--- src/rtl/hed_pkg.sv ---
// Shared types, codes and name tables of the HTML entity decoder.
package hed_pkg;

  // Character codes that the decoder looks for.
  localparam logic [7:0] CH_AMP   = 8'h26;
  localparam logic [7:0] CH_HASH  = 8'h23;
  localparam logic [7:0] CH_SEMI  = 8'h3B;
  localparam logic [7:0] CH_SPACE = 8'h20;
  localparam logic [7:0] CH_LT    = 8'h3C;
  localparam logic [7:0] CH_LOW_X = 8'h78;
  localparam logic [7:0] CH_UP_X  = 8'h58;
  localparam logic [7:0] CH_QUEST = 8'h3F;

  // Numeric codes saturate at this value.
  localparam logic [16:0] CODE_LIMIT = 17'h10000;

  // Kinds of result bundle that a decode step can produce.
  localparam logic [2:0] BUN_NONE     = 3'd0;
  localparam logic [2:0] BUN_BYTE     = 3'd1;
  localparam logic [2:0] BUN_DONE     = 3'd2;
  localparam logic [2:0] BUN_AMP      = 3'd3;
  localparam logic [2:0] BUN_AMP_OVF  = 3'd4;
  localparam logic [2:0] BUN_AMP_HASH = 3'd5;
  localparam logic [2:0] BUN_CODE     = 3'd6;
  localparam logic [2:0] BUN_NAME     = 3'd7;

  // Known entity names, first character in the low byte.
  localparam int NUM_NAMES = 13;
  localparam logic [63:0] NAME_TXT [NUM_NAMES] = '{
    64'h746C, 64'h7467, 64'h706D61, 64'h746F7571, 64'h736F7061,
    64'h7073626E, 64'h79706F63, 64'h676572, 64'h6564617274,
    64'h6F727565, 64'h646E756F70, 64'h6E6579, 64'h746E6563
  };
  localparam logic [2:0] NAME_LEN [NUM_NAMES] = '{
    3'd2, 3'd2, 3'd3, 3'd4, 3'd4, 3'd4, 3'd4, 3'd3, 3'd5, 3'd4, 3'd5, 3'd3, 3'd4
  };
  // Replacement bytes, first byte in the low byte.
  localparam logic [23:0] NAME_OUT [NUM_NAMES] = '{
    24'h3C, 24'h3E, 24'h26, 24'h22, 24'h27, 24'h20, 24'hA9C2, 24'hAEC2,
    24'hA284E2, 24'hAC82E2, 24'hA3C2, 24'hA5C2, 24'hA2C2
  };
  // Index of the last replacement byte.
  localparam logic [1:0] NAME_LAST [NUM_NAMES] = '{
    2'd0, 2'd0, 2'd0, 2'd0, 2'd0, 2'd0, 2'd1, 2'd1, 2'd2, 2'd2, 2'd1, 2'd1, 2'd1
  };

  // Commands from the controller to the datapath.
  typedef struct packed {
    logic       load_item;
    logic       fetch;
    logic       hold;
    logic       name_init;
    logic       code_clear;
    logic       code_acc;
    logic       code_hex;
    logic [2:0] bun_sel;
    logic       emit;
    logic       rp_start;
    logic       rp_step;
  } cmd_t;

  // Status from the datapath to the controller.
  typedef struct packed {
    logic sym_end;
    logic sym_term;
    logic sym_amp;
    logic sym_semi;
    logic sym_hash;
    logic sym_x;
    logic sym_brk;
    logic dig_dec;
    logic dig_hex;
    logic held_zero;
    logic held_full;
    logic rp_active;
    logic rp_last;
    logic bun_last;
    logic slot_free;
  } sts_t;

endpackage

--- src/rtl/hed_in_if.sv ---
// Request channel that carries raw text bytes into the decoder.
interface hed_in_if;
  logic       valid;
  logic       ready;
  logic [7:0] in_byte;
  logic       end_of_text;

  modport source (output valid, output in_byte, output end_of_text, input ready);
  modport sink (input valid, input in_byte, input end_of_text, output ready);
endinterface

--- src/rtl/hed_out_if.sv ---
// Request channel that carries decoded results out of the decoder.
interface hed_out_if;
  logic       valid;
  logic       ready;
  logic [7:0] out_byte;
  logic       has_byte;
  logic       string_done;
  logic       entity_overflow;

  modport source (output valid, output out_byte, output has_byte, output string_done,
                  output entity_overflow, input ready);
  modport sink (input valid, input out_byte, input has_byte, input string_done,
                input entity_overflow, output ready);
endinterface

--- src/rtl/hed_dp.sv ---
// Datapath of the HTML entity decoder: held bytes, code, bundles and output register.
module hed_dp #(
  parameter int MAX_ENTITY = 32
) (
  input  logic            clk,
  input  logic            rst,
  input  logic            cfg_we,
  input  logic [7:0]      cfg_data,
  input  logic [7:0]      in_byte,
  input  logic            end_of_text,
  input  hed_pkg::cmd_t   cmd,
  output hed_pkg::sts_t   sts,
  hed_out_if.source       text_out
);

  localparam int CW = $clog2(MAX_ENTITY + 1);
  localparam int AW = $clog2(MAX_ENTITY);

  logic [7:0]    terminator;
  logic [7:0]    item_byte;
  logic          item_end;
  logic [7:0]    held_mem [MAX_ENTITY];
  logic [7:0]    rd_data;
  logic [CW-1:0] held_count;
  logic [CW-1:0] rp_idx;
  logic [CW-1:0] rp_len;
  logic          rp_active;
  logic [12:0]   mask;
  logic [12:0]   mask_next;
  logic [16:0]   code;
  logic [7:0]    bun_b0;
  logic [7:0]    bun_b1;
  logic [7:0]    bun_b2;
  logic [1:0]    bun_lastidx;
  logic          bun_has;
  logic          bun_done;
  logic          bun_ovf;
  logic [1:0]    eidx;
  logic          out_valid;

  logic [7:0]    sym_byte;
  logic          sym_end;
  logic [3:0]    dval;
  logic          dig_dec;
  logic          dig_hex;
  logic [21:0]   acc;
  logic [23:0]   name_bytes;
  logic [1:0]    name_last;
  logic [23:0]   code_bytes;
  logic [1:0]    code_last;
  logic [7:0]    emit_byte;

  // Terminator register.
  always_ff @(posedge clk) begin
    if (rst) begin
      terminator <= 8'd60;
    end else if (cfg_we) begin
      terminator <= cfg_data;
    end
  end

  // Current item.
  always_ff @(posedge clk) begin
    if (cmd.load_item) begin
      item_byte <= in_byte;
      item_end  <= end_of_text;
    end
  end

  // Held name bytes; written while a name builds, read during replay.
  always_ff @(posedge clk) begin
    if (cmd.hold) begin
      held_mem[held_count[AW-1:0]] <= sym_byte;
    end
    if (cmd.fetch) begin
      rd_data <= held_mem[rp_idx[AW-1:0]];
    end
  end

  // Symbol under decode: a replayed held byte or the item itself.
  assign sym_byte = rp_active ? rd_data : item_byte;
  assign sym_end  = rp_active ? 1'b0 : item_end;

  // Digit decode for both bases.
  always_comb begin
    dval    = 4'd0;
    dig_dec = 1'b0;
    dig_hex = 1'b0;
    if (!sym_end) begin
      if (sym_byte inside {[8'h30:8'h39]}) begin
        dval    = sym_byte[3:0];
        dig_dec = 1'b1;
        dig_hex = 1'b1;
      end else if (sym_byte inside {[8'h61:8'h66], [8'h41:8'h46]}) begin
        dval    = sym_byte[3:0] + 4'd9;
        dig_hex = 1'b1;
      end
    end
  end

  // One digit step of the numeric code, saturated.
  assign acc = (cmd.code_hex ? {1'b0, code, 4'b0000}
                             : ({2'b00, code, 3'b000} + {4'b0000, code, 1'b0}))
               + {18'd0, dval};

  always_ff @(posedge clk) begin
    if (rst) begin
      code <= '0;
    end else if (cmd.code_clear) begin
      code <= '0;
    end else if (cmd.code_acc) begin
      code <= (acc > {5'd0, hed_pkg::CODE_LIMIT}) ? hed_pkg::CODE_LIMIT : acc[16:0];
    end
  end

  // Candidate names still matching the held prefix.
  always_comb begin
    for (int k = 0; k < hed_pkg::NUM_NAMES; k++) begin
      mask_next[k] = mask[k] && (held_count < CW'(hed_pkg::NAME_LEN[k])) &&
                     (hed_pkg::NAME_TXT[k][{held_count[2:0], 3'b000} +: 8] == sym_byte);
    end
  end

  // Lookup of a complete name at the semicolon.
  always_comb begin
    name_bytes = {16'd0, hed_pkg::CH_QUEST};
    name_last  = 2'd0;
    for (int k = hed_pkg::NUM_NAMES - 1; k >= 0; k--) begin
      if (mask[k] && held_count == CW'(hed_pkg::NAME_LEN[k])) begin
        name_bytes = hed_pkg::NAME_OUT[k];
        name_last  = hed_pkg::NAME_LAST[k];
      end
    end
  end

  // UTF-8 form of the numeric code, or '?' for a saturated code.
  always_comb begin
    if (code < 17'h80) begin
      code_bytes = {16'd0, code[7:0]};
      code_last  = 2'd0;
    end else if (code < 17'h800) begin
      code_bytes = {8'd0, 2'b10, code[5:0], 3'b110, code[10:6]};
      code_last  = 2'd1;
    end else if (code < hed_pkg::CODE_LIMIT) begin
      code_bytes = {2'b10, code[5:0], 2'b10, code[11:6], 4'b1110, code[15:12]};
      code_last  = 2'd2;
    end else begin
      code_bytes = {16'd0, hed_pkg::CH_QUEST};
      code_last  = 2'd0;
    end
  end

  // Held count, name candidates and replay pointers.
  always_ff @(posedge clk) begin
    if (rst) begin
      held_count <= '0;
      rp_idx     <= '0;
      rp_len     <= '0;
      rp_active  <= 1'b0;
      mask       <= '1;
    end else begin
      if (cmd.name_init) begin
        held_count <= '0;
        mask       <= '1;
      end else if (cmd.hold) begin
        held_count <= held_count + CW'(1);
        mask       <= mask_next;
      end else if (cmd.rp_start) begin
        held_count <= '0;
      end
      if (cmd.rp_start) begin
        rp_idx    <= '0;
        rp_len    <= held_count;
        rp_active <= (held_count != '0);
      end else if (cmd.rp_step) begin
        rp_idx    <= rp_idx + CW'(1);
        rp_active <= (rp_idx + CW'(1) != rp_len);
      end
    end
  end

  // Result bundle of the current decode step.
  always_ff @(posedge clk) begin
    if (cmd.bun_sel != hed_pkg::BUN_NONE) begin
      bun_has  <= 1'b1;
      bun_done <= 1'b0;
      bun_ovf  <= 1'b0;
      bun_b1   <= hed_pkg::CH_HASH;
      bun_b2   <= 8'd0;
      bun_lastidx <= 2'd0;
      case (cmd.bun_sel)
        hed_pkg::BUN_BYTE: bun_b0 <= sym_byte;
        hed_pkg::BUN_DONE: begin
          bun_b0   <= 8'd0;
          bun_has  <= 1'b0;
          bun_done <= 1'b1;
        end
        hed_pkg::BUN_AMP: bun_b0 <= hed_pkg::CH_AMP;
        hed_pkg::BUN_AMP_OVF: begin
          bun_b0  <= hed_pkg::CH_AMP;
          bun_ovf <= 1'b1;
        end
        hed_pkg::BUN_AMP_HASH: begin
          bun_b0      <= hed_pkg::CH_AMP;
          bun_lastidx <= 2'd1;
        end
        hed_pkg::BUN_CODE: begin
          {bun_b2, bun_b1, bun_b0} <= code_bytes;
          bun_lastidx              <= code_last;
        end
        default: begin
          {bun_b2, bun_b1, bun_b0} <= name_bytes;
          bun_lastidx              <= name_last;
        end
      endcase
    end
  end

  // Position inside the bundle being sent.
  always_ff @(posedge clk) begin
    if (rst) begin
      eidx <= '0;
    end else if (cmd.bun_sel != hed_pkg::BUN_NONE) begin
      eidx <= '0;
    end else if (cmd.emit) begin
      eidx <= eidx + 2'd1;
    end
  end

  always_comb begin
    case (eidx)
      2'd0:    emit_byte = bun_b0;
      2'd1:    emit_byte = bun_b1;
      default: emit_byte = bun_b2;
    endcase
  end

  // Output register; the decoder keeps working while a result waits.
  always_ff @(posedge clk) begin
    if (rst) begin
      out_valid <= 1'b0;
    end else if (cmd.emit) begin
      out_valid <= 1'b1;
    end else if (text_out.ready) begin
      out_valid <= 1'b0;
    end
  end

  always_ff @(posedge clk) begin
    if (cmd.emit) begin
      text_out.out_byte        <= emit_byte;
      text_out.has_byte        <= bun_has;
      text_out.string_done     <= bun_done;
      text_out.entity_overflow <= bun_ovf;
    end
  end

  assign text_out.valid = out_valid;

  // Status toward the controller.
  always_comb begin
    sts.sym_end   = sym_end;
    sts.sym_term  = !sym_end && sym_byte == terminator;
    sts.sym_amp   = !sym_end && sym_byte == hed_pkg::CH_AMP;
    sts.sym_semi  = !sym_end && sym_byte == hed_pkg::CH_SEMI;
    sts.sym_hash  = !sym_end && sym_byte == hed_pkg::CH_HASH;
    sts.sym_x     = !sym_end && (sym_byte == hed_pkg::CH_LOW_X ||
                                 sym_byte == hed_pkg::CH_UP_X);
    sts.sym_brk   = sym_end || sym_byte == hed_pkg::CH_SPACE || sym_byte == hed_pkg::CH_LT;
    sts.dig_dec   = dig_dec;
    sts.dig_hex   = dig_hex;
    sts.held_zero = held_count == '0;
    sts.held_full = held_count == CW'(MAX_ENTITY);
    sts.rp_active = rp_active;
    sts.rp_last   = rp_idx + CW'(1) == rp_len;
    sts.bun_last  = eidx == bun_lastidx;
    sts.slot_free = !out_valid || text_out.ready;
  end

endmodule

--- src/rtl/hed_ctrl.sv ---
// Controller of the HTML entity decoder: sequencing and decode-mode state machine.
module hed_ctrl (
  input  logic          clk,
  input  logic          rst,
  input  logic          in_valid,
  output logic          in_ready,
  input  hed_pkg::sts_t sts,
  output hed_pkg::cmd_t cmd
);

  localparam logic [1:0] ST_IDLE  = 2'd0;
  localparam logic [1:0] ST_FETCH = 2'd1;
  localparam logic [1:0] ST_PROC  = 2'd2;
  localparam logic [1:0] ST_EMIT  = 2'd3;

  localparam logic [2:0] MD_PLAIN = 3'd0;
  localparam logic [2:0] MD_NAME  = 3'd1;
  localparam logic [2:0] MD_HASH  = 3'd2;
  localparam logic [2:0] MD_DEC   = 3'd3;
  localparam logic [2:0] MD_HEX   = 3'd4;

  logic [1:0] state;
  logic [1:0] state_next;
  logic [1:0] resume;
  logic [1:0] resume_next;
  logic [2:0] mode;
  logic [2:0] mode_next;
  logic       do_consume;
  logic       do_replay;

  always_ff @(posedge clk) begin
    if (rst) begin
      state  <= ST_IDLE;
      resume <= ST_IDLE;
      mode   <= MD_PLAIN;
    end else begin
      state  <= state_next;
      resume <= resume_next;
      mode   <= mode_next;
    end
  end

  assign in_ready = state == ST_IDLE;

  // Decode one symbol per step and choose where to go next.
  always_comb begin
    cmd         = '0;
    cmd.bun_sel = hed_pkg::BUN_NONE;
    state_next  = state;
    resume_next = resume;
    mode_next   = mode;
    do_consume  = 1'b0;
    do_replay   = 1'b0;
    case (state)
      ST_IDLE: begin
        if (in_valid) begin
          cmd.load_item = 1'b1;
          state_next    = ST_PROC;
        end
      end
      ST_FETCH: begin
        cmd.fetch  = 1'b1;
        state_next = ST_PROC;
      end
      ST_PROC: begin
        case (mode)
          MD_NAME: begin
            if (sts.sym_brk) begin
              cmd.bun_sel = hed_pkg::BUN_AMP;
              mode_next   = MD_PLAIN;
              do_replay   = 1'b1;
            end else if (sts.sym_semi) begin
              cmd.bun_sel   = hed_pkg::BUN_NAME;
              cmd.name_init = 1'b1;
              mode_next     = MD_PLAIN;
              do_consume    = 1'b1;
            end else if (sts.held_zero && sts.sym_hash) begin
              cmd.code_clear = 1'b1;
              mode_next      = MD_HASH;
              do_consume     = 1'b1;
            end else if (!sts.held_full) begin
              cmd.hold   = 1'b1;
              do_consume = 1'b1;
            end else begin
              cmd.bun_sel = hed_pkg::BUN_AMP_OVF;
              mode_next   = MD_PLAIN;
              do_replay   = 1'b1;
            end
          end
          MD_HASH: begin
            if (sts.sym_x) begin
              mode_next  = MD_HEX;
              do_consume = 1'b1;
            end else begin
              mode_next = MD_DEC;
            end
          end
          MD_DEC, MD_HEX: begin
            if (sts.sym_semi) begin
              cmd.bun_sel    = hed_pkg::BUN_CODE;
              cmd.code_clear = 1'b1;
              mode_next      = MD_PLAIN;
              do_consume     = 1'b1;
            end else if ((mode == MD_HEX) ? sts.dig_hex : sts.dig_dec) begin
              cmd.code_acc = 1'b1;
              cmd.code_hex = mode == MD_HEX;
              do_consume   = 1'b1;
            end else begin
              cmd.bun_sel    = hed_pkg::BUN_AMP_HASH;
              cmd.code_clear = 1'b1;
              mode_next      = MD_PLAIN;
            end
          end
          default: begin
            mode_next  = MD_PLAIN;
            do_consume = 1'b1;
            if (sts.sym_end || sts.sym_term) begin
              cmd.bun_sel = hed_pkg::BUN_DONE;
            end else if (sts.sym_amp) begin
              cmd.name_init = 1'b1;
              mode_next     = MD_NAME;
            end else begin
              cmd.bun_sel = hed_pkg::BUN_BYTE;
            end
          end
        endcase
        // Next symbol: following replay byte, the item, or a new item.
        if (do_replay) begin
          cmd.rp_start = 1'b1;
          resume_next  = sts.held_zero ? ST_PROC : ST_FETCH;
        end else if (do_consume) begin
          if (sts.rp_active) begin
            cmd.rp_step = 1'b1;
            resume_next = sts.rp_last ? ST_PROC : ST_FETCH;
          end else begin
            resume_next = ST_IDLE;
          end
        end else begin
          resume_next = ST_PROC;
        end
        state_next = (cmd.bun_sel != hed_pkg::BUN_NONE) ? ST_EMIT : resume_next;
      end
      default: begin
        if (sts.slot_free) begin
          cmd.emit = 1'b1;
          if (sts.bun_last) begin
            state_next = resume;
          end
        end
      end
    endcase
  end

  // A result is only loaded into a free output slot.
  a_emit_free: assert property (@(posedge clk) disable iff (rst)
    cmd.emit |-> sts.slot_free)
    else $error("result emitted into an occupied output slot");

  // Held bytes are only read back during a replay.
  a_fetch_replay: assert property (@(posedge clk) disable iff (rst)
    cmd.fetch |-> sts.rp_active)
    else $error("held byte fetched outside a replay");

  // A new item is never taken while a replay is still pending.
  a_load_clean: assert property (@(posedge clk) disable iff (rst)
    cmd.load_item |-> !sts.rp_active)
    else $error("item accepted during a replay");

  // A replay of held bytes reads the first one before decoding it.
  a_replay_fetch: assert property (@(posedge clk) disable iff (rst)
    (cmd.rp_start && !sts.held_zero) |=> (state == ST_FETCH || state == ST_EMIT))
    else $error("replay did not start with a fetch");

endmodule

--- src/rtl/html_entity_decoder.sv ---
// Top level of the HTML entity decoder: controller, datapath and ports.
//
// text_in carries one text byte (or an end marker) per request; text_out carries
// decoded results: a byte, or a string-done marker, with an overflow flag.
// cfg_we/cfg_data write the terminator byte (reset value '<'); write it only
// while the decoder is idle.
// Each input request is loaded and then decoded; every result that it causes
// takes one emit step of its own, after the decode step.
// A failed or overflowing name additionally replays its held bytes from the
// name memory, each held byte read and then decoded, up to MAX_ENTITY.
// The output has a register of its own: a result waits there while the decoder
// carries on, and the decoder stalls only when a second result is ready.
// Synchronous reset returns to plain text with nothing held and the terminator
// at '<'; the name memory needs no clearing.
module html_entity_decoder #(
  parameter int MAX_ENTITY = 32
) (
  input  logic       clk,
  input  logic       rst,
  input  logic       cfg_we,
  input  logic [7:0] cfg_data,
  hed_in_if.sink     text_in,
  hed_out_if.source  text_out
);

  hed_pkg::cmd_t cmd;
  hed_pkg::sts_t sts;
  logic          in_ready;

  assign text_in.ready = in_ready;

  hed_ctrl u_ctrl (
    .clk      (clk),
    .rst      (rst),
    .in_valid (text_in.valid),
    .in_ready (in_ready),
    .sts      (sts),
    .cmd      (cmd)
  );

  hed_dp #(
    .MAX_ENTITY (MAX_ENTITY)
  ) u_dp (
    .clk         (clk),
    .rst         (rst),
    .cfg_we      (cfg_we),
    .cfg_data    (cfg_data),
    .in_byte     (text_in.in_byte),
    .end_of_text (text_in.end_of_text),
    .cmd         (cmd),
    .sts         (sts),
    .text_out    (text_out)
  );

endmodule
--- src/flat_wrapper.sv ---
// flat-port wrapper written by rule: the top's interface ports become plain ports
module html_entity_decoder_flat 
#(
  parameter int MAX_ENTITY = 32
)
  (clk, rst, cfg_we, cfg_data, text_in_valid, text_in_in_byte, text_in_end_of_text, text_in_ready, text_out_valid, text_out_out_byte, text_out_has_byte, text_out_string_done, text_out_entity_overflow, text_out_ready);
  hed_in_if text_in_i ();
  hed_out_if text_out_i ();
  input  logic clk;
  input  logic rst;
  input  logic cfg_we;
  input  logic [7:0] cfg_data;
  input wire logic [$bits(text_in_i.valid)-1:0] text_in_valid;
  input wire logic [$bits(text_in_i.in_byte)-1:0] text_in_in_byte;
  input wire logic [$bits(text_in_i.end_of_text)-1:0] text_in_end_of_text;
  output wire logic [$bits(text_in_i.ready)-1:0] text_in_ready;
  output wire logic [$bits(text_out_i.valid)-1:0] text_out_valid;
  output wire logic [$bits(text_out_i.out_byte)-1:0] text_out_out_byte;
  output wire logic [$bits(text_out_i.has_byte)-1:0] text_out_has_byte;
  output wire logic [$bits(text_out_i.string_done)-1:0] text_out_string_done;
  output wire logic [$bits(text_out_i.entity_overflow)-1:0] text_out_entity_overflow;
  input wire logic [$bits(text_out_i.ready)-1:0] text_out_ready;
  assign text_in_i.valid = text_in_valid;
  assign text_in_i.in_byte = text_in_in_byte;
  assign text_in_i.end_of_text = text_in_end_of_text;
  assign text_in_ready = text_in_i.ready;
  assign text_out_valid = text_out_i.valid;
  assign text_out_out_byte = text_out_i.out_byte;
  assign text_out_has_byte = text_out_i.has_byte;
  assign text_out_string_done = text_out_i.string_done;
  assign text_out_entity_overflow = text_out_i.entity_overflow;
  assign text_out_i.ready = text_out_ready;
  html_entity_decoder #(.MAX_ENTITY(MAX_ENTITY)) u_core (.clk(clk), .rst(rst), .cfg_we(cfg_we), .cfg_data(cfg_data), .text_in(text_in_i), .text_out(text_out_i));
endmodule
--- config.mk ---
export PLATFORM = sky130hd
export DESIGN_NAME = html_entity_decoder_flat
export DESIGN_NICKNAME = d
export VERILOG_FILES = /design/src/rtl/hed_pkg.sv /design/src/rtl/hed_in_if.sv /design/src/rtl/hed_out_if.sv /design/src/rtl/hed_dp.sv /design/src/rtl/hed_ctrl.sv /design/src/rtl/html_entity_decoder.sv /design/src/flat_wrapper.sv
export SDC_FILE = /design/constraint.sdc
export NUM_CORES = 1
export LEC_CHECK = 0
export BUFFER_PORTS_ARGS = -buffer_cell sky130_fd_sc_hd__buf_4
export CAP_MARGIN = 20
export CORE_MARGIN = 3
export CORE_UTILIZATION = 57
export CTS_CLUSTER_DIAMETER = 200
export DETAILED_ROUTE_END_ITERATION = 10
export GPL_TIMING_DRIVEN = 0
export PLACE_DENSITY = 0.7
export SLEW_MARGIN = 30
export SYNTH_ARGS = -nofsm -noshare
export SYNTH_HDL_FRONTEND = slang
export SYNTH_HIERARCHICAL = 1
export SYNTH_SLANG_ARGS = --single-unit
--- constraint.sdc ---
create_clock -name clk -period 11.6 [get_ports clk]
set_clock_uncertainty 0.2 [all_clocks]
set_input_delay 1.16 -clock clk [delete_from_list [all_inputs] [get_ports clk]]
set_output_delay 1.16 -clock clk [all_outputs]
set_load 0.01 [all_outputs]
==> results of run 1 <==
[critical path: cells and delay by family, from the launching register on]
family | cells | cell delay, ns
AO/OA/AOI/OAI | 6 | 1.17
XOR/XNOR | 1 | 0.38
adder cells (fa/ha/maj) | 2 | 0.61
buffers and inverters | 10 | 3.09
flip-flops | 1 | 0.33
multiplexers | 1 | 0.72
AND/OR/NAND/NOR | 7 | 1.35
[final cells by class]
cell class	instances	share of cell area, %
buffer	91	2.03
clock buffer	48	4.90
clock inverter	26	1.08
inverter	47	0.844
multi-input combinational	961	36.3
sequential	378	50.7
tap	442	2.63
timing repair buffer	37	1.53
[final timing paths]
path	start	end	cells after the start
max	u_core/u_dp/rp_active	u_core/u_dp/code[9]	27
min	u_core/u_dp/bun_has	u_core/u_dp/text_out.has_byte	0
max reg2reg	u_core/u_dp/rp_active	u_core/u_dp/code[9]	27
min reg2reg	u_core/u_dp/bun_has	u_core/u_dp/text_out.has_byte	0
[per-layer routing]
metal / global-route usage, % / up-vias / share of wire, %
li1: - / 5830 / -
met1: 35.7 / 6319 / 41
met2: 43.8 / 540 / 49
met3: 3.44 / 106 / 6.8
met4: 9.21 / 0 / 3.7
met5: 0 / - / 0
[cells in the mapped netlist, types with 12 or more instances]
cell type  number  area, µm²
a21oi_1        53        265
a22oi_1        16        120
a31oi_1        12       75.1
and2_1         24        150
and3_1         15       93.8
buf_1          15       56.3
clkbuf_1       54        203
dfxtp_1        67       1340
edfxtp_1      311       9340
ha_1           39        488
inv_1          42        158
mux2i_1        26        260
mux4_2         80       1800
nand2_1       117        439
nand3_1        39        195
nor2_1        139        522
nor2b_1        15       93.8
nor3_1         36        180
nor4_1         12       75.1
o211ai_1       14        105
o21ai_0        33        165
o31ai_1        12       90.1
xnor2_1        49        429
xor2_1         17        149
[logic make-up after synthesis]
logic type	after synthesis
buffers and inverters	138
adder cells (fa/ha/maj)	41
AO/OA/AOI/OAI	269
multiplexers	118
AND/OR/NAND/NOR	467
XOR/XNOR	66
flip-flops	378
[cells in the final DEF (no fill, tap or decap), types with 17 or more instances in the layout]
| cell | count |
|---|---|
| nand2_1 | 116 |
| inv_1 | 40 |
| and2_1 | 24 |
| o21ai_0 | 33 |
| dfxtp_1 | 67 |
| a21oi_1 | 53 |
| buf_4 | 42 |
| nor2_1 | 138 |
| clkbuf_16 | 40 |
| nand3_1 | 39 |
| nor3_1 | 36 |
| mux4_2 | 80 |
| xor2_1 | 17 |
| mux2i_1 | 24 |
| edfxtp_1 | 311 |
| clkbuf_1 | 59 |
| xnor2_1 | 49 |
| ha_1 | 39 |
[per-stage QoR]
stage               worst slack, ns  total power, mW  instances  hold slack [ns]
finish                         3.67             3.16       2030            0.220
global route                   3.11             3.29       2030            0.238
CTS                            3.83             3.19       2029            0.220
detailed placement             3.83             1.98       1955            0.207
global placement               3.60             1.96       1953            0.203
floorplan                      5.19             1.85       1477            0.200
[report_power, final]
group          leakage, nW  switching, mW  internal (mW)
Sequential            3.35         0.0192           1.58
Clock                0.605          0.523          0.687
Combinational         3.12          0.251          0.108
Total                 7.07          0.793           2.37
[registers in the layout (all words and copies together) (netlist names), 7 cells and up]
register	flops
u_core/u_dp/bun_b0	8
u_core/u_dp/bun_b1	7
u_core/u_dp/bun_b2	7
u_core/u_dp/code	17
u_core/u_dp/held_mem	256
u_core/u_dp/item_byte	8
u_core/u_dp/mask	13
u_core/u_dp/rd_data	8
u_core/u_dp/terminator	8
u_core/u_dp/text_out.out_byte	8
==> out/metrics.yaml, run 1 <==
power_and_ir_drop:
  leakage_nw: 7.07
  power_density_nw_per_um2: 150
  vdd_drop_max_uv: 138
worst_setup_path:
  worst-path-max-fanout: 11
  criticalPathCategory: "reg2reg"
  required_ns: 11.88
  crit_path_end_kind: "flop"
  rrSetupSlack_ns: 3.67
  cp.arrival_ns: 8.21
  start_kind: "flop"
  critPathSlowestCell: "mux2i_1"
  crit_path_frequent_cell: "clkbuf_1"
  slowest_delay_ns: 0.72
synth:
  synthFlopType: "edfxtp_1"
  syn_inst: 1477
  async_flop_share_pct: 0
  synth_seq_cells: 378
  yosys.area_share.xor_xnor_pct: 3.06
  postSynthAreaPerCell_um2: 12.8
  syn_nets: 1540
  ys_types: 96
  synthMuxAreaShare_pct: 11.7
  yosysWarningCount: 6
  synth-simple-area-share_pct: 12.2
  synth_top_family_by_area: "simple AND/OR/NAND/NOR gates"
  synth_compound_area_share_pct: 10.6
  syn_area_um2: 18900
  synthAdderAreaFrac_pct: 2.80
  synth-edff-count: 311
  seq_area_frac_synth_pct: 56.5
grt:
  grt_pass1_vias: 12652
  grt_max_degree: 42
  grtUsageTotal_pct: 26.2
  grt_pass1_wl_um: 72500
  overflow: 0
  antenna_found_initial: 0
cells_and_area:
  multi_input_area_um2: 7640
  final_util_pct: 64.6
  drive_above_1_share_pct: 16.2
  diodes: 0
  syn2layout_area_growth_pct: 11.5
  fillCellCount: 2467
  regArea_um2: 10700
  final_area_um2: 21100
  fin_nets: 1619
floorplanning:
  core_area_um2: 32600
  rows: 66
  die_w_um: 188
  die_y_um: 188
  floorplan.initialDensity_pct: 57.9
  die_area_um2: 35400
  io_pins: 35
clock_tree:
  post_cts.repair.setup_buffers: 0
  clock_sinks: 378
  cts_made_buffers: 40
  cts_tree: "built"
  cts_hold_buffers: 0
  clk_latency_ns: 0.55
  max-clock-path-buffers: 3
  clkTransAtPathRegs_ns: 0.06
  cts_max_level: 2
  cts.repair.resized: 0
  clockRootBuffer: "clkbuf_16"
drt:
  wl_per_cell_um: 22.6
  route.detailed.drc: 0
  viasPerCell: 6.30
  dr.pass1.iters: 6
  vias: 12795
  routed_wl_um: 45900
  antenna_left: 0
  drt_iter0_markers: 1056
timing:
  setup_viol: 0
  tns_ns: 0
  finalHoldViolations: 0
  min_period_ns: 7.93
  final.period_utilization_pct: 68.4
  maxSlewViolCount: 0
  rsz0062_at_grt: "false"
  max_freq_mhz: 126
  relSlewSlack_pct: 37.9
  worst_pin_slew_ns: 0.925
run:
  maxCapViolCount: 0
place:
  placement.cell_area_um2: 19800
  dp.final_hpwl_um: 32200
  io_buffer_count: 34
  globalplace.congestion: 0.943
hold_path:
  hp-class: "reg2reg"
run_status:
  status: "complete, no violations"
Note: power is estimated with default switching activity, not from simulation.
==> inputs of run 2 (changes only) <==
Settings changed: ABC_AREA set to 1.
Clock period 11.6 ns to 8.2 ns, I/O delays scaled along.
==> run 2 against run 1 <==
Die area increased by 1.5%. Register-to-register slack got worse by 2.6 ns. Final area increased by 1.2%. Fmax increased by 12%. Sequential share of layout area decreased by 0.61 points. Global-route usage increased by 6.5 points. First-iteration DRC count increased by 94%. Via count increased by 26%. Routed wire length increased by 27%. Total power increased by 62%. Critical path type unchanged. Largest cell class unchanged.
==> out/metrics.yaml, run 2 <==
run_status:
  status: "complete, no violations"
synth:
  synth_top_cell_by_area: "edfxtp_1"
  syn_inst: 2048  # +39%
  synthFlopType: "edfxtp_1"
  synth-edff-count: 311  # unchanged
  synthTopCellsByArea: "edfxtp_1 (49%), dfxtp_1 (7.0%), nand2_1 (6.3%), nor2_1 (6.0%), o21ai_0 (5.5%)"
  yosysWarningCount: 6  # unchanged
  synth_seq_cells: 378  # unchanged
  yosysMostFrequentCell: "nand2_1"
  synthTopCellsByCount: "nand2_1 (322), edfxtp_1 (311), nor2_1 (306)"
  async_flop_share_pct: 0  # unchanged
  postSynthAreaPerCell_um2: 9.37  # -27%
  seq_area_frac_synth_pct: 55.7  # -0.87 points
  syn_area_um2: 19200  # +1.6%
  synth_top_area_share_pct: 48.7  # -0.76 points
  ys_types: 60  # -38%
  syn_nets: 2111  # +37%
timing:
  hold_slack_ns: 0.219  # -0.000809 ns
  finalHoldViolations: 0  # unchanged
  setup_viol: 0  # unchanged
  tns_ns: 0  # unchanged
  min_period_ns: 7.09  # -0.846 ns
  maxSlewViolCount: 0  # unchanged
  rsz0062_at_grt: "false"
  max_freq_mhz: 141  # +12%
  relSlewSlack_pct: 30.0  # -7.9 points
  final.period_utilization_pct: 86.4  # +18 points
  worst_pin_slew_ns: 1.04  # +0.117 ns
grt:
  antenna_found_initial: 1  # +1
  met3_usage_pct: 7.33  # +3.9 points
  overflow: 0  # unchanged
  met2_usage_pct: 46.8  # +3.0 points
  met1_usage_pct: 50.4  # +15 points
  grt.busiest_layer: "met1"
  grt_pass1_wl_um: 89200  # +23%
  grtUsageTotal_pct: 32.7  # +6.5 points
  grt_max_degree: 44  # +4.8%
  grt_pass1_vias: 14858  # +17%
power_and_ir_drop:
  power_density_nw_per_um2: 241  # +61%
  vdd_drop_max_uv: 196  # +42%
  leakage_nw: 7.97  # +13%
drt:
  routed_wl_um: 58400  # +27%
  dr.pass1.iters: 6  # unchanged
  route.detailed.drc: 0  # unchanged
  vias: 16082  # +26%
  viasPerCell: 6.19  # -1.8%
  drt_iter0_markers: 2044  # +94%
  antenna_left: 0  # unchanged
  wl_per_cell_um: 22.5  # -0.65%
clock_tree:
  cts.repair.resized: 0  # unchanged
  cts_made_buffers: 40  # unchanged
  max-clock-path-buffers: 3  # unchanged
  cts_max_level: 2  # unchanged
  clockRootBuffer: "clkbuf_16"
  cts_tree: "built"
  clkTransAtPathRegs_ns: 0.06  # about the same
  clock_sinks: 378  # unchanged
  clk_latency_ns: 0.56  # about the same
  post_cts.repair.setup_buffers: 0  # unchanged
  cts_hold_buffers: 0  # unchanged
worst_setup_path:
  criticalPathCategory: "reg2reg"
  worst-path-max-fanout: 10  # -1
  crit_path_frequent_cell: "nand2_1"
  required_ns: 8.43  # -3.45 ns
  critPathBufInv: 7  # -3
  crit_family: "simple AND/OR/NAND/NOR gates"
  start_kind: "flop"
  critPathSlowestCell: "nor3_1"
  slowest_delay_ns: 0.82  # +0.10 ns
  crit_path_end_kind: "flop"
  cp.arrival_ns: 7.32  # -0.89 ns
floorplanning:
  die_w_um: 189  # +0.75%
  rows: 66  # unchanged
  io_pins: 35  # unchanged
  core_area_um2: 32900  # +0.76%
  die_y_um: 189  # +0.75%
  die_area_um2: 35900  # +1.5%
  floorplan.initialDensity_pct: 58.4  # +0.46 points
cells_and_area:
  diodes: 0  # unchanged
  final_cell_mix: "nand2_1 (322), edfxtp_1 (311), nor2_1 (306)"
  largest_reg_flops: 256  # unchanged
  fin_nets: 2189  # +35%
  final_common_cell: "nand2_1"
  drive_above_1_share_pct: 9.37  # -6.8 points
  syn2layout_area_growth_pct: 11.1
place:
  globalplace.congestion: 0.985  # +4.5%
  io_buffer_count: 33  # -2.9%
  dp.final_hpwl_um: 41400  # +28%
hold_path:
  hp-class: "reg2reg"
run:
  maxCapViolCount: 0  # unchanged
## run 2: cells by family after synthesis
| kind of cell | share of synthesized area [%] |
|---|---|
| compound gates | 14.0 |
| buf+inv | 5.91 |
| xor+xnor | 1.41 |
| fa+ha+maj | 2.75 |
| simple gates | 20.2 |
| flops | 55.7 |
## run 2: per-stage QoR
stage / std cells / util (%) / power, mW / worst slack [ns] / instance area (µm²)
after detailed placement: 2526 / 61.1 / 3.41 / 1.29 / 20100
after global placement: 2523 / 60.8 / 3.38 / 0.630 / 20000
after floorplan: 2048 / - / 3.06 / 2.61 / 19200
final: 2598 / 64.9 / 5.14 / 1.11 / 21300
after CTS: 2598 / 64.8 / 5.13 / 1.27 / 21300
after global routing: 2598 / 64.9 / 5.36 / 0.685 / 21300
## run 2: power breakdown
group          internal, mW  switching (mW)
combinational         0.278           0.738
clock                 0.993           0.744
sequential             2.34          0.0536
total                  3.61            1.54
## run 2: final cells by class
class | count | area (µm²)
inverter | 193 | 726
timing repair buffer | 36 | 323
multi-input combinational | 1384 | 7370
clock inverter | 25 | 213
tap | 442 | 553
buffer | 93 | 418
clock buffer | 47 | 1030
sequential | 378 | 10700
fill | 2780 | 11600
## run 2: worst reg2reg max path: cells and delay by family (launching register included)
family / cells / cell delay, ns
AOI/OAI and AO/OA: 4 / 0.84
adders and majority gates: 2 / 0.82
DFF: 1 / 0.44
buffers and inverters: 7 / 1.65
and+or+nand+nor: 19 / 2.99
## run 2: final timing paths
path	depth (start not counted)	slack (ns)	from	endpoint
worst min register to register	0	0.22	u_core/u_dp/bun_has	u_core/u_dp/text_out.has_byte
worst max register to register	32	1.11	u_core/u_dp/rp_active	u_core/u_dp/code[16]
worst max-delay path	32	1.11	u_core/u_dp/rp_active	u_core/u_dp/code[16]
worst min-delay path	0	0.22	u_core/u_dp/bun_has	u_core/u_dp/text_out.has_byte
## run 2: routing by layer
| layer | vias up | share of wire (%) |
|---|---|---|
| li1 | 7352 | - |
| met1 | 7658 | 43 |
| met2 | 949 | 42 |
| met3 | 121 | 13 |
| met4 | 2 | 2.7 |
| met5 | - | 0.022 |
==> inputs of run 3 (changes only) <==
Settings changed: CORE_MARGIN 3 to 2, HOLD_SLACK_MARGIN set to 0.03, SYNTH_HIERARCHICAL 1 to unset.
==> run 3 against run 2 <==
Final cell count shrank 1.9%. Utilization down 0.052 points. Global-route usage shrank 0.22 points. Worst hold slack about the same. Critical path type unchanged. Fmax increased by 16%. First-iteration DRC count down 8.2%. Synthesized area down 1.1%. Critical path depth grew 3.
==> out/metrics.yaml, run 3 <==
place:
  placement.cell_area_um2: 19800  # -1.1%
  dp.final_hpwl_um: 40600  # -1.8%
  io_buffer_count: 32  # -3.0%
  globalplace.congestion: 0.985  # about the same
drt:
  wl_per_cell_um: 22.3  # -0.58%
  route.detailed.drc: 0  # unchanged
  drt_iter0_markers: 1876  # -8.2%
  antenna_left: 0  # unchanged
  vias: 15694  # -2.4%
  viasPerCell: 6.16  # -0.50%
  routed_wl_um: 56900  # -2.5%
  dr.pass1.iters: 6  # unchanged
worst_setup_path:
  cp.arrival_ns: 6.37  # -0.95 ns
  rrSetupSlack_ns: 2.09  # +0.98 ns
  crit_path_frequent_cell: "nand2_1"
  r2r_end: "u_core.u_dp.code[6]"
  crit_path_end_kind: "flop"
  endpoint: "u_core.u_dp.code[6]"
  crit_start: "u_core.u_dp.rp_active"
  r2r_cells: 35  # +9.4%
  slowest_delay_ns: 0.49  # -0.33 ns
  start_kind: "flop"
  worst-path-max-fanout: 23  # +13
  required_ns: 8.46  # +0.03 ns
  critPathSlowestCell: "buf_2"
  rr_startpoint: "u_core.u_dp.rp_active"
  criticalPathCategory: "reg2reg"
power_and_ir_drop:
  power_density_nw_per_um2: 227  # -6.1%
  power_switching_mw: 1.29  # -16%
  swShare_pct: 26.9  # -2.9 points
  vdd_drop_max_uv: 187  # -4.7%
  p_comb_share_pct: 14.7  # -5.1 points
  internal_power_mw: 3.50  # -3.0%
  seqPwrFrac_pct: 47.9  # +1.4 points
  leakage_nw: 7.91  # -0.79%
  pwr-share-clk_pct: 37.5  # +3.7 points
run:
  maxCapViolCount: 0  # unchanged
clock_tree:
  clkTransAtPathRegs_ns: 0.06  # about the same
  cts_made_buffers: 40  # unchanged
  clockRootBuffer: "clkbuf_16"
  clk_latency_ns: 0.55  # about the same
  clock_sinks: 378  # unchanged
  cts_hold_buffers: 0  # unchanged
  cts_tree: "built"
  cts.repair.resized: 0  # unchanged
  post_cts.repair.setup_buffers: 0  # unchanged
  max-clock-path-buffers: 3  # unchanged
  cts_max_level: 2  # unchanged
cells_and_area:
  syn2layout_area_growth_pct: 11.4
  diodes: 0  # unchanged
  final_area_um2: 21100  # -0.83%
  fin_nets: 2137  # -2.4%
  drive_above_1_share_pct: 8.40  # -0.96 points
  largest_reg_flops: 256  # unchanged
  fillCellCount: 2722  # -2.1%
  final_cell_mix: "nand2_1 (318), edfxtp_1 (311), nor2_1 (293)"
  final_common_cell: "nand2_1"
floorplanning:
  io_pins: 35  # unchanged
  rows: 66  # unchanged
  die_area_um2: 34800  # -3.2%
  core_area_um2: 32600  # -0.75%
  floorplan.initialDensity_pct: 58.2  # -0.21 points
  die_w_um: 186  # -1.6%
  die_y_um: 186  # -1.6%
synth:
  synth_seq_cells: 378  # unchanged
  async_flop_share_pct: 0  # unchanged
  synthTopCellsByArea: "edfxtp_1 (49%), dfxtp_1 (7.1%), nand2_1 (6.3%), nor2_1 (5.8%), o21ai_0 (5.1%)"
  syn_area_um2: 19000  # -1.1%
  seq_area_frac_synth_pct: 56.3  # +0.62 points
  synth-edff-count: 311  # unchanged
  synth_top_cell_by_area: "edfxtp_1"
  postSynthAreaPerCell_um2: 9.49  # +1.4%
  synth_top_area_share_pct: 49.2  # +0.55 points
  ys_types: 56  # -6.7%
  yosysWarningCount: 0  # -6
  yosysMostFrequentCell: "nand2_1"
  syn_nets: 2060  # -2.4%
  synthFlopType: "edfxtp_1"
  syn_inst: 1998  # -2.4%
  synthTopCellsByCount: "nand2_1 (318), edfxtp_1 (311), nor2_1 (294)"
run_status:
  status: "complete, no violations"
grt:
  grt_max_degree: 42  # -4.5%
  grt_pass1_vias: 14610  # -1.7%
  overflow: 0  # unchanged
  grtUsageTotal_pct: 32.5  # -0.22 points
  antenna_found_initial: 1  # unchanged
  grt_pass1_wl_um: 86300  # -3.3%
timing:
  setup_viol: 0  # unchanged
  relSlewSlack_pct: 33.9  # +3.9 points
  min_period_ns: 6.11  # -0.981 ns
  tns_ns: 0  # unchanged
  finalHoldViolations: 0  # unchanged
  maxSlewViolCount: 0  # unchanged
  rsz0062_at_grt: "false"
  final.period_utilization_pct: 74.5  # -12 points
  max_freq_mhz: 164  # +16%
  worst_pin_slew_ns: 0.988  # -0.0538 ns
hold_path:
  hp-class: "reg2reg"
-- run 3: area by class of cell --
type	instances	area (µm²)	share of cell area [%]
Buffer	91	418	1.98
Clock buffer	58	1130	5.34
Clock inverter	15	161	0.764
Inverter	175	657	3.11
Multi-Input combinational cell	1354	7230	34.2
Sequential cell	378	10700	50.5
Tap cell	442	553	2.62
Timing Repair Buffer	35	308	1.46
-- run 3: through the flow --
stage | cells | power [mW] | utilization (%) | setup WS (ns) | hold slack, ns
finish | 2548 | 4.79 | 64.8 | 2.09 | 0.219
global route | 2548 | 4.95 | 64.8 | 1.42 | 0.238
CTS | 2548 | 4.78 | 64.8 | 2.20 | 0.221
detailed placement | 2475 | 3.02 | 60.8 | 2.22 | 0.210
global placement | 2472 | 3.00 | 60.6 | 0.696 | 0.201
floorplan | 1998 | 2.78 | - | 2.86 | 0.200
-- run 3: how the worst min path moves through the flow --
stage | startpoint | endpoint | slack, ns | cells past startpoint
final | u_core.u_dp.bun_ovf | u_core.u_dp.text_out.entity_overflow | 0.22 | 0
after global routing | u_core.u_dp.bun_has | u_core.u_dp.text_out.has_byte | 0.24 | 0
after CTS | u_core.u_dp.bun_ovf | u_core.u_dp.text_out.entity_overflow | 0.22 | 0
after detailed placement | u_core.u_dp.bun_ovf | u_core.u_dp.text_out.entity_overflow | 0.21 | 0
after global placement | u_core.u_dp.bun_done | u_core.u_dp.text_out.string_done | 0.20 | 0
after floorplan | u_core.u_dp.bun_ovf | u_core.u_dp.text_out.entity_overflow | 0.20 | 0
-- run 3: kinds of logic after synthesis --
family	count (synthesis)	share of synthesized area, %
compound gates	430	13.8
fa+ha+maj	40	2.72
xor+xnor	57	2.63
flops	378	56.3
simple gates	827	19.0
buf+inv	266	5.63
-- run 3: power groups by stage --
stage               logic (mW)  registers (mW)  clock network (mW)
detailed placement       0.687            2.33                   0
CTS                      0.690            2.29                1.80
global placement         0.661            2.33                   0
global route             0.777            2.30                1.87
finish                   0.702            2.29                1.79
floorplan                0.464            2.32                   0
-- run 3: critical path, delay by kind of cell, from the launching register on --
family | cells | cell delay, ns
fa+ha+maj | 3 | 0.79
flops | 1 | 0.42
simple gates | 18 | 2.17
compound gates | 3 | 0.55
buf+inv | 11 | 1.88
-- run 3: routing by layer --
layer  track usage (%)  vias to the layer above  wire length, µm
li1                  -                     7176                -
met1              48.8                     7491            24300
met2              47.0                      917            24000
met3              8.16                      110             7310
met4              8.68                        0             1320
met5                 0                        -                0
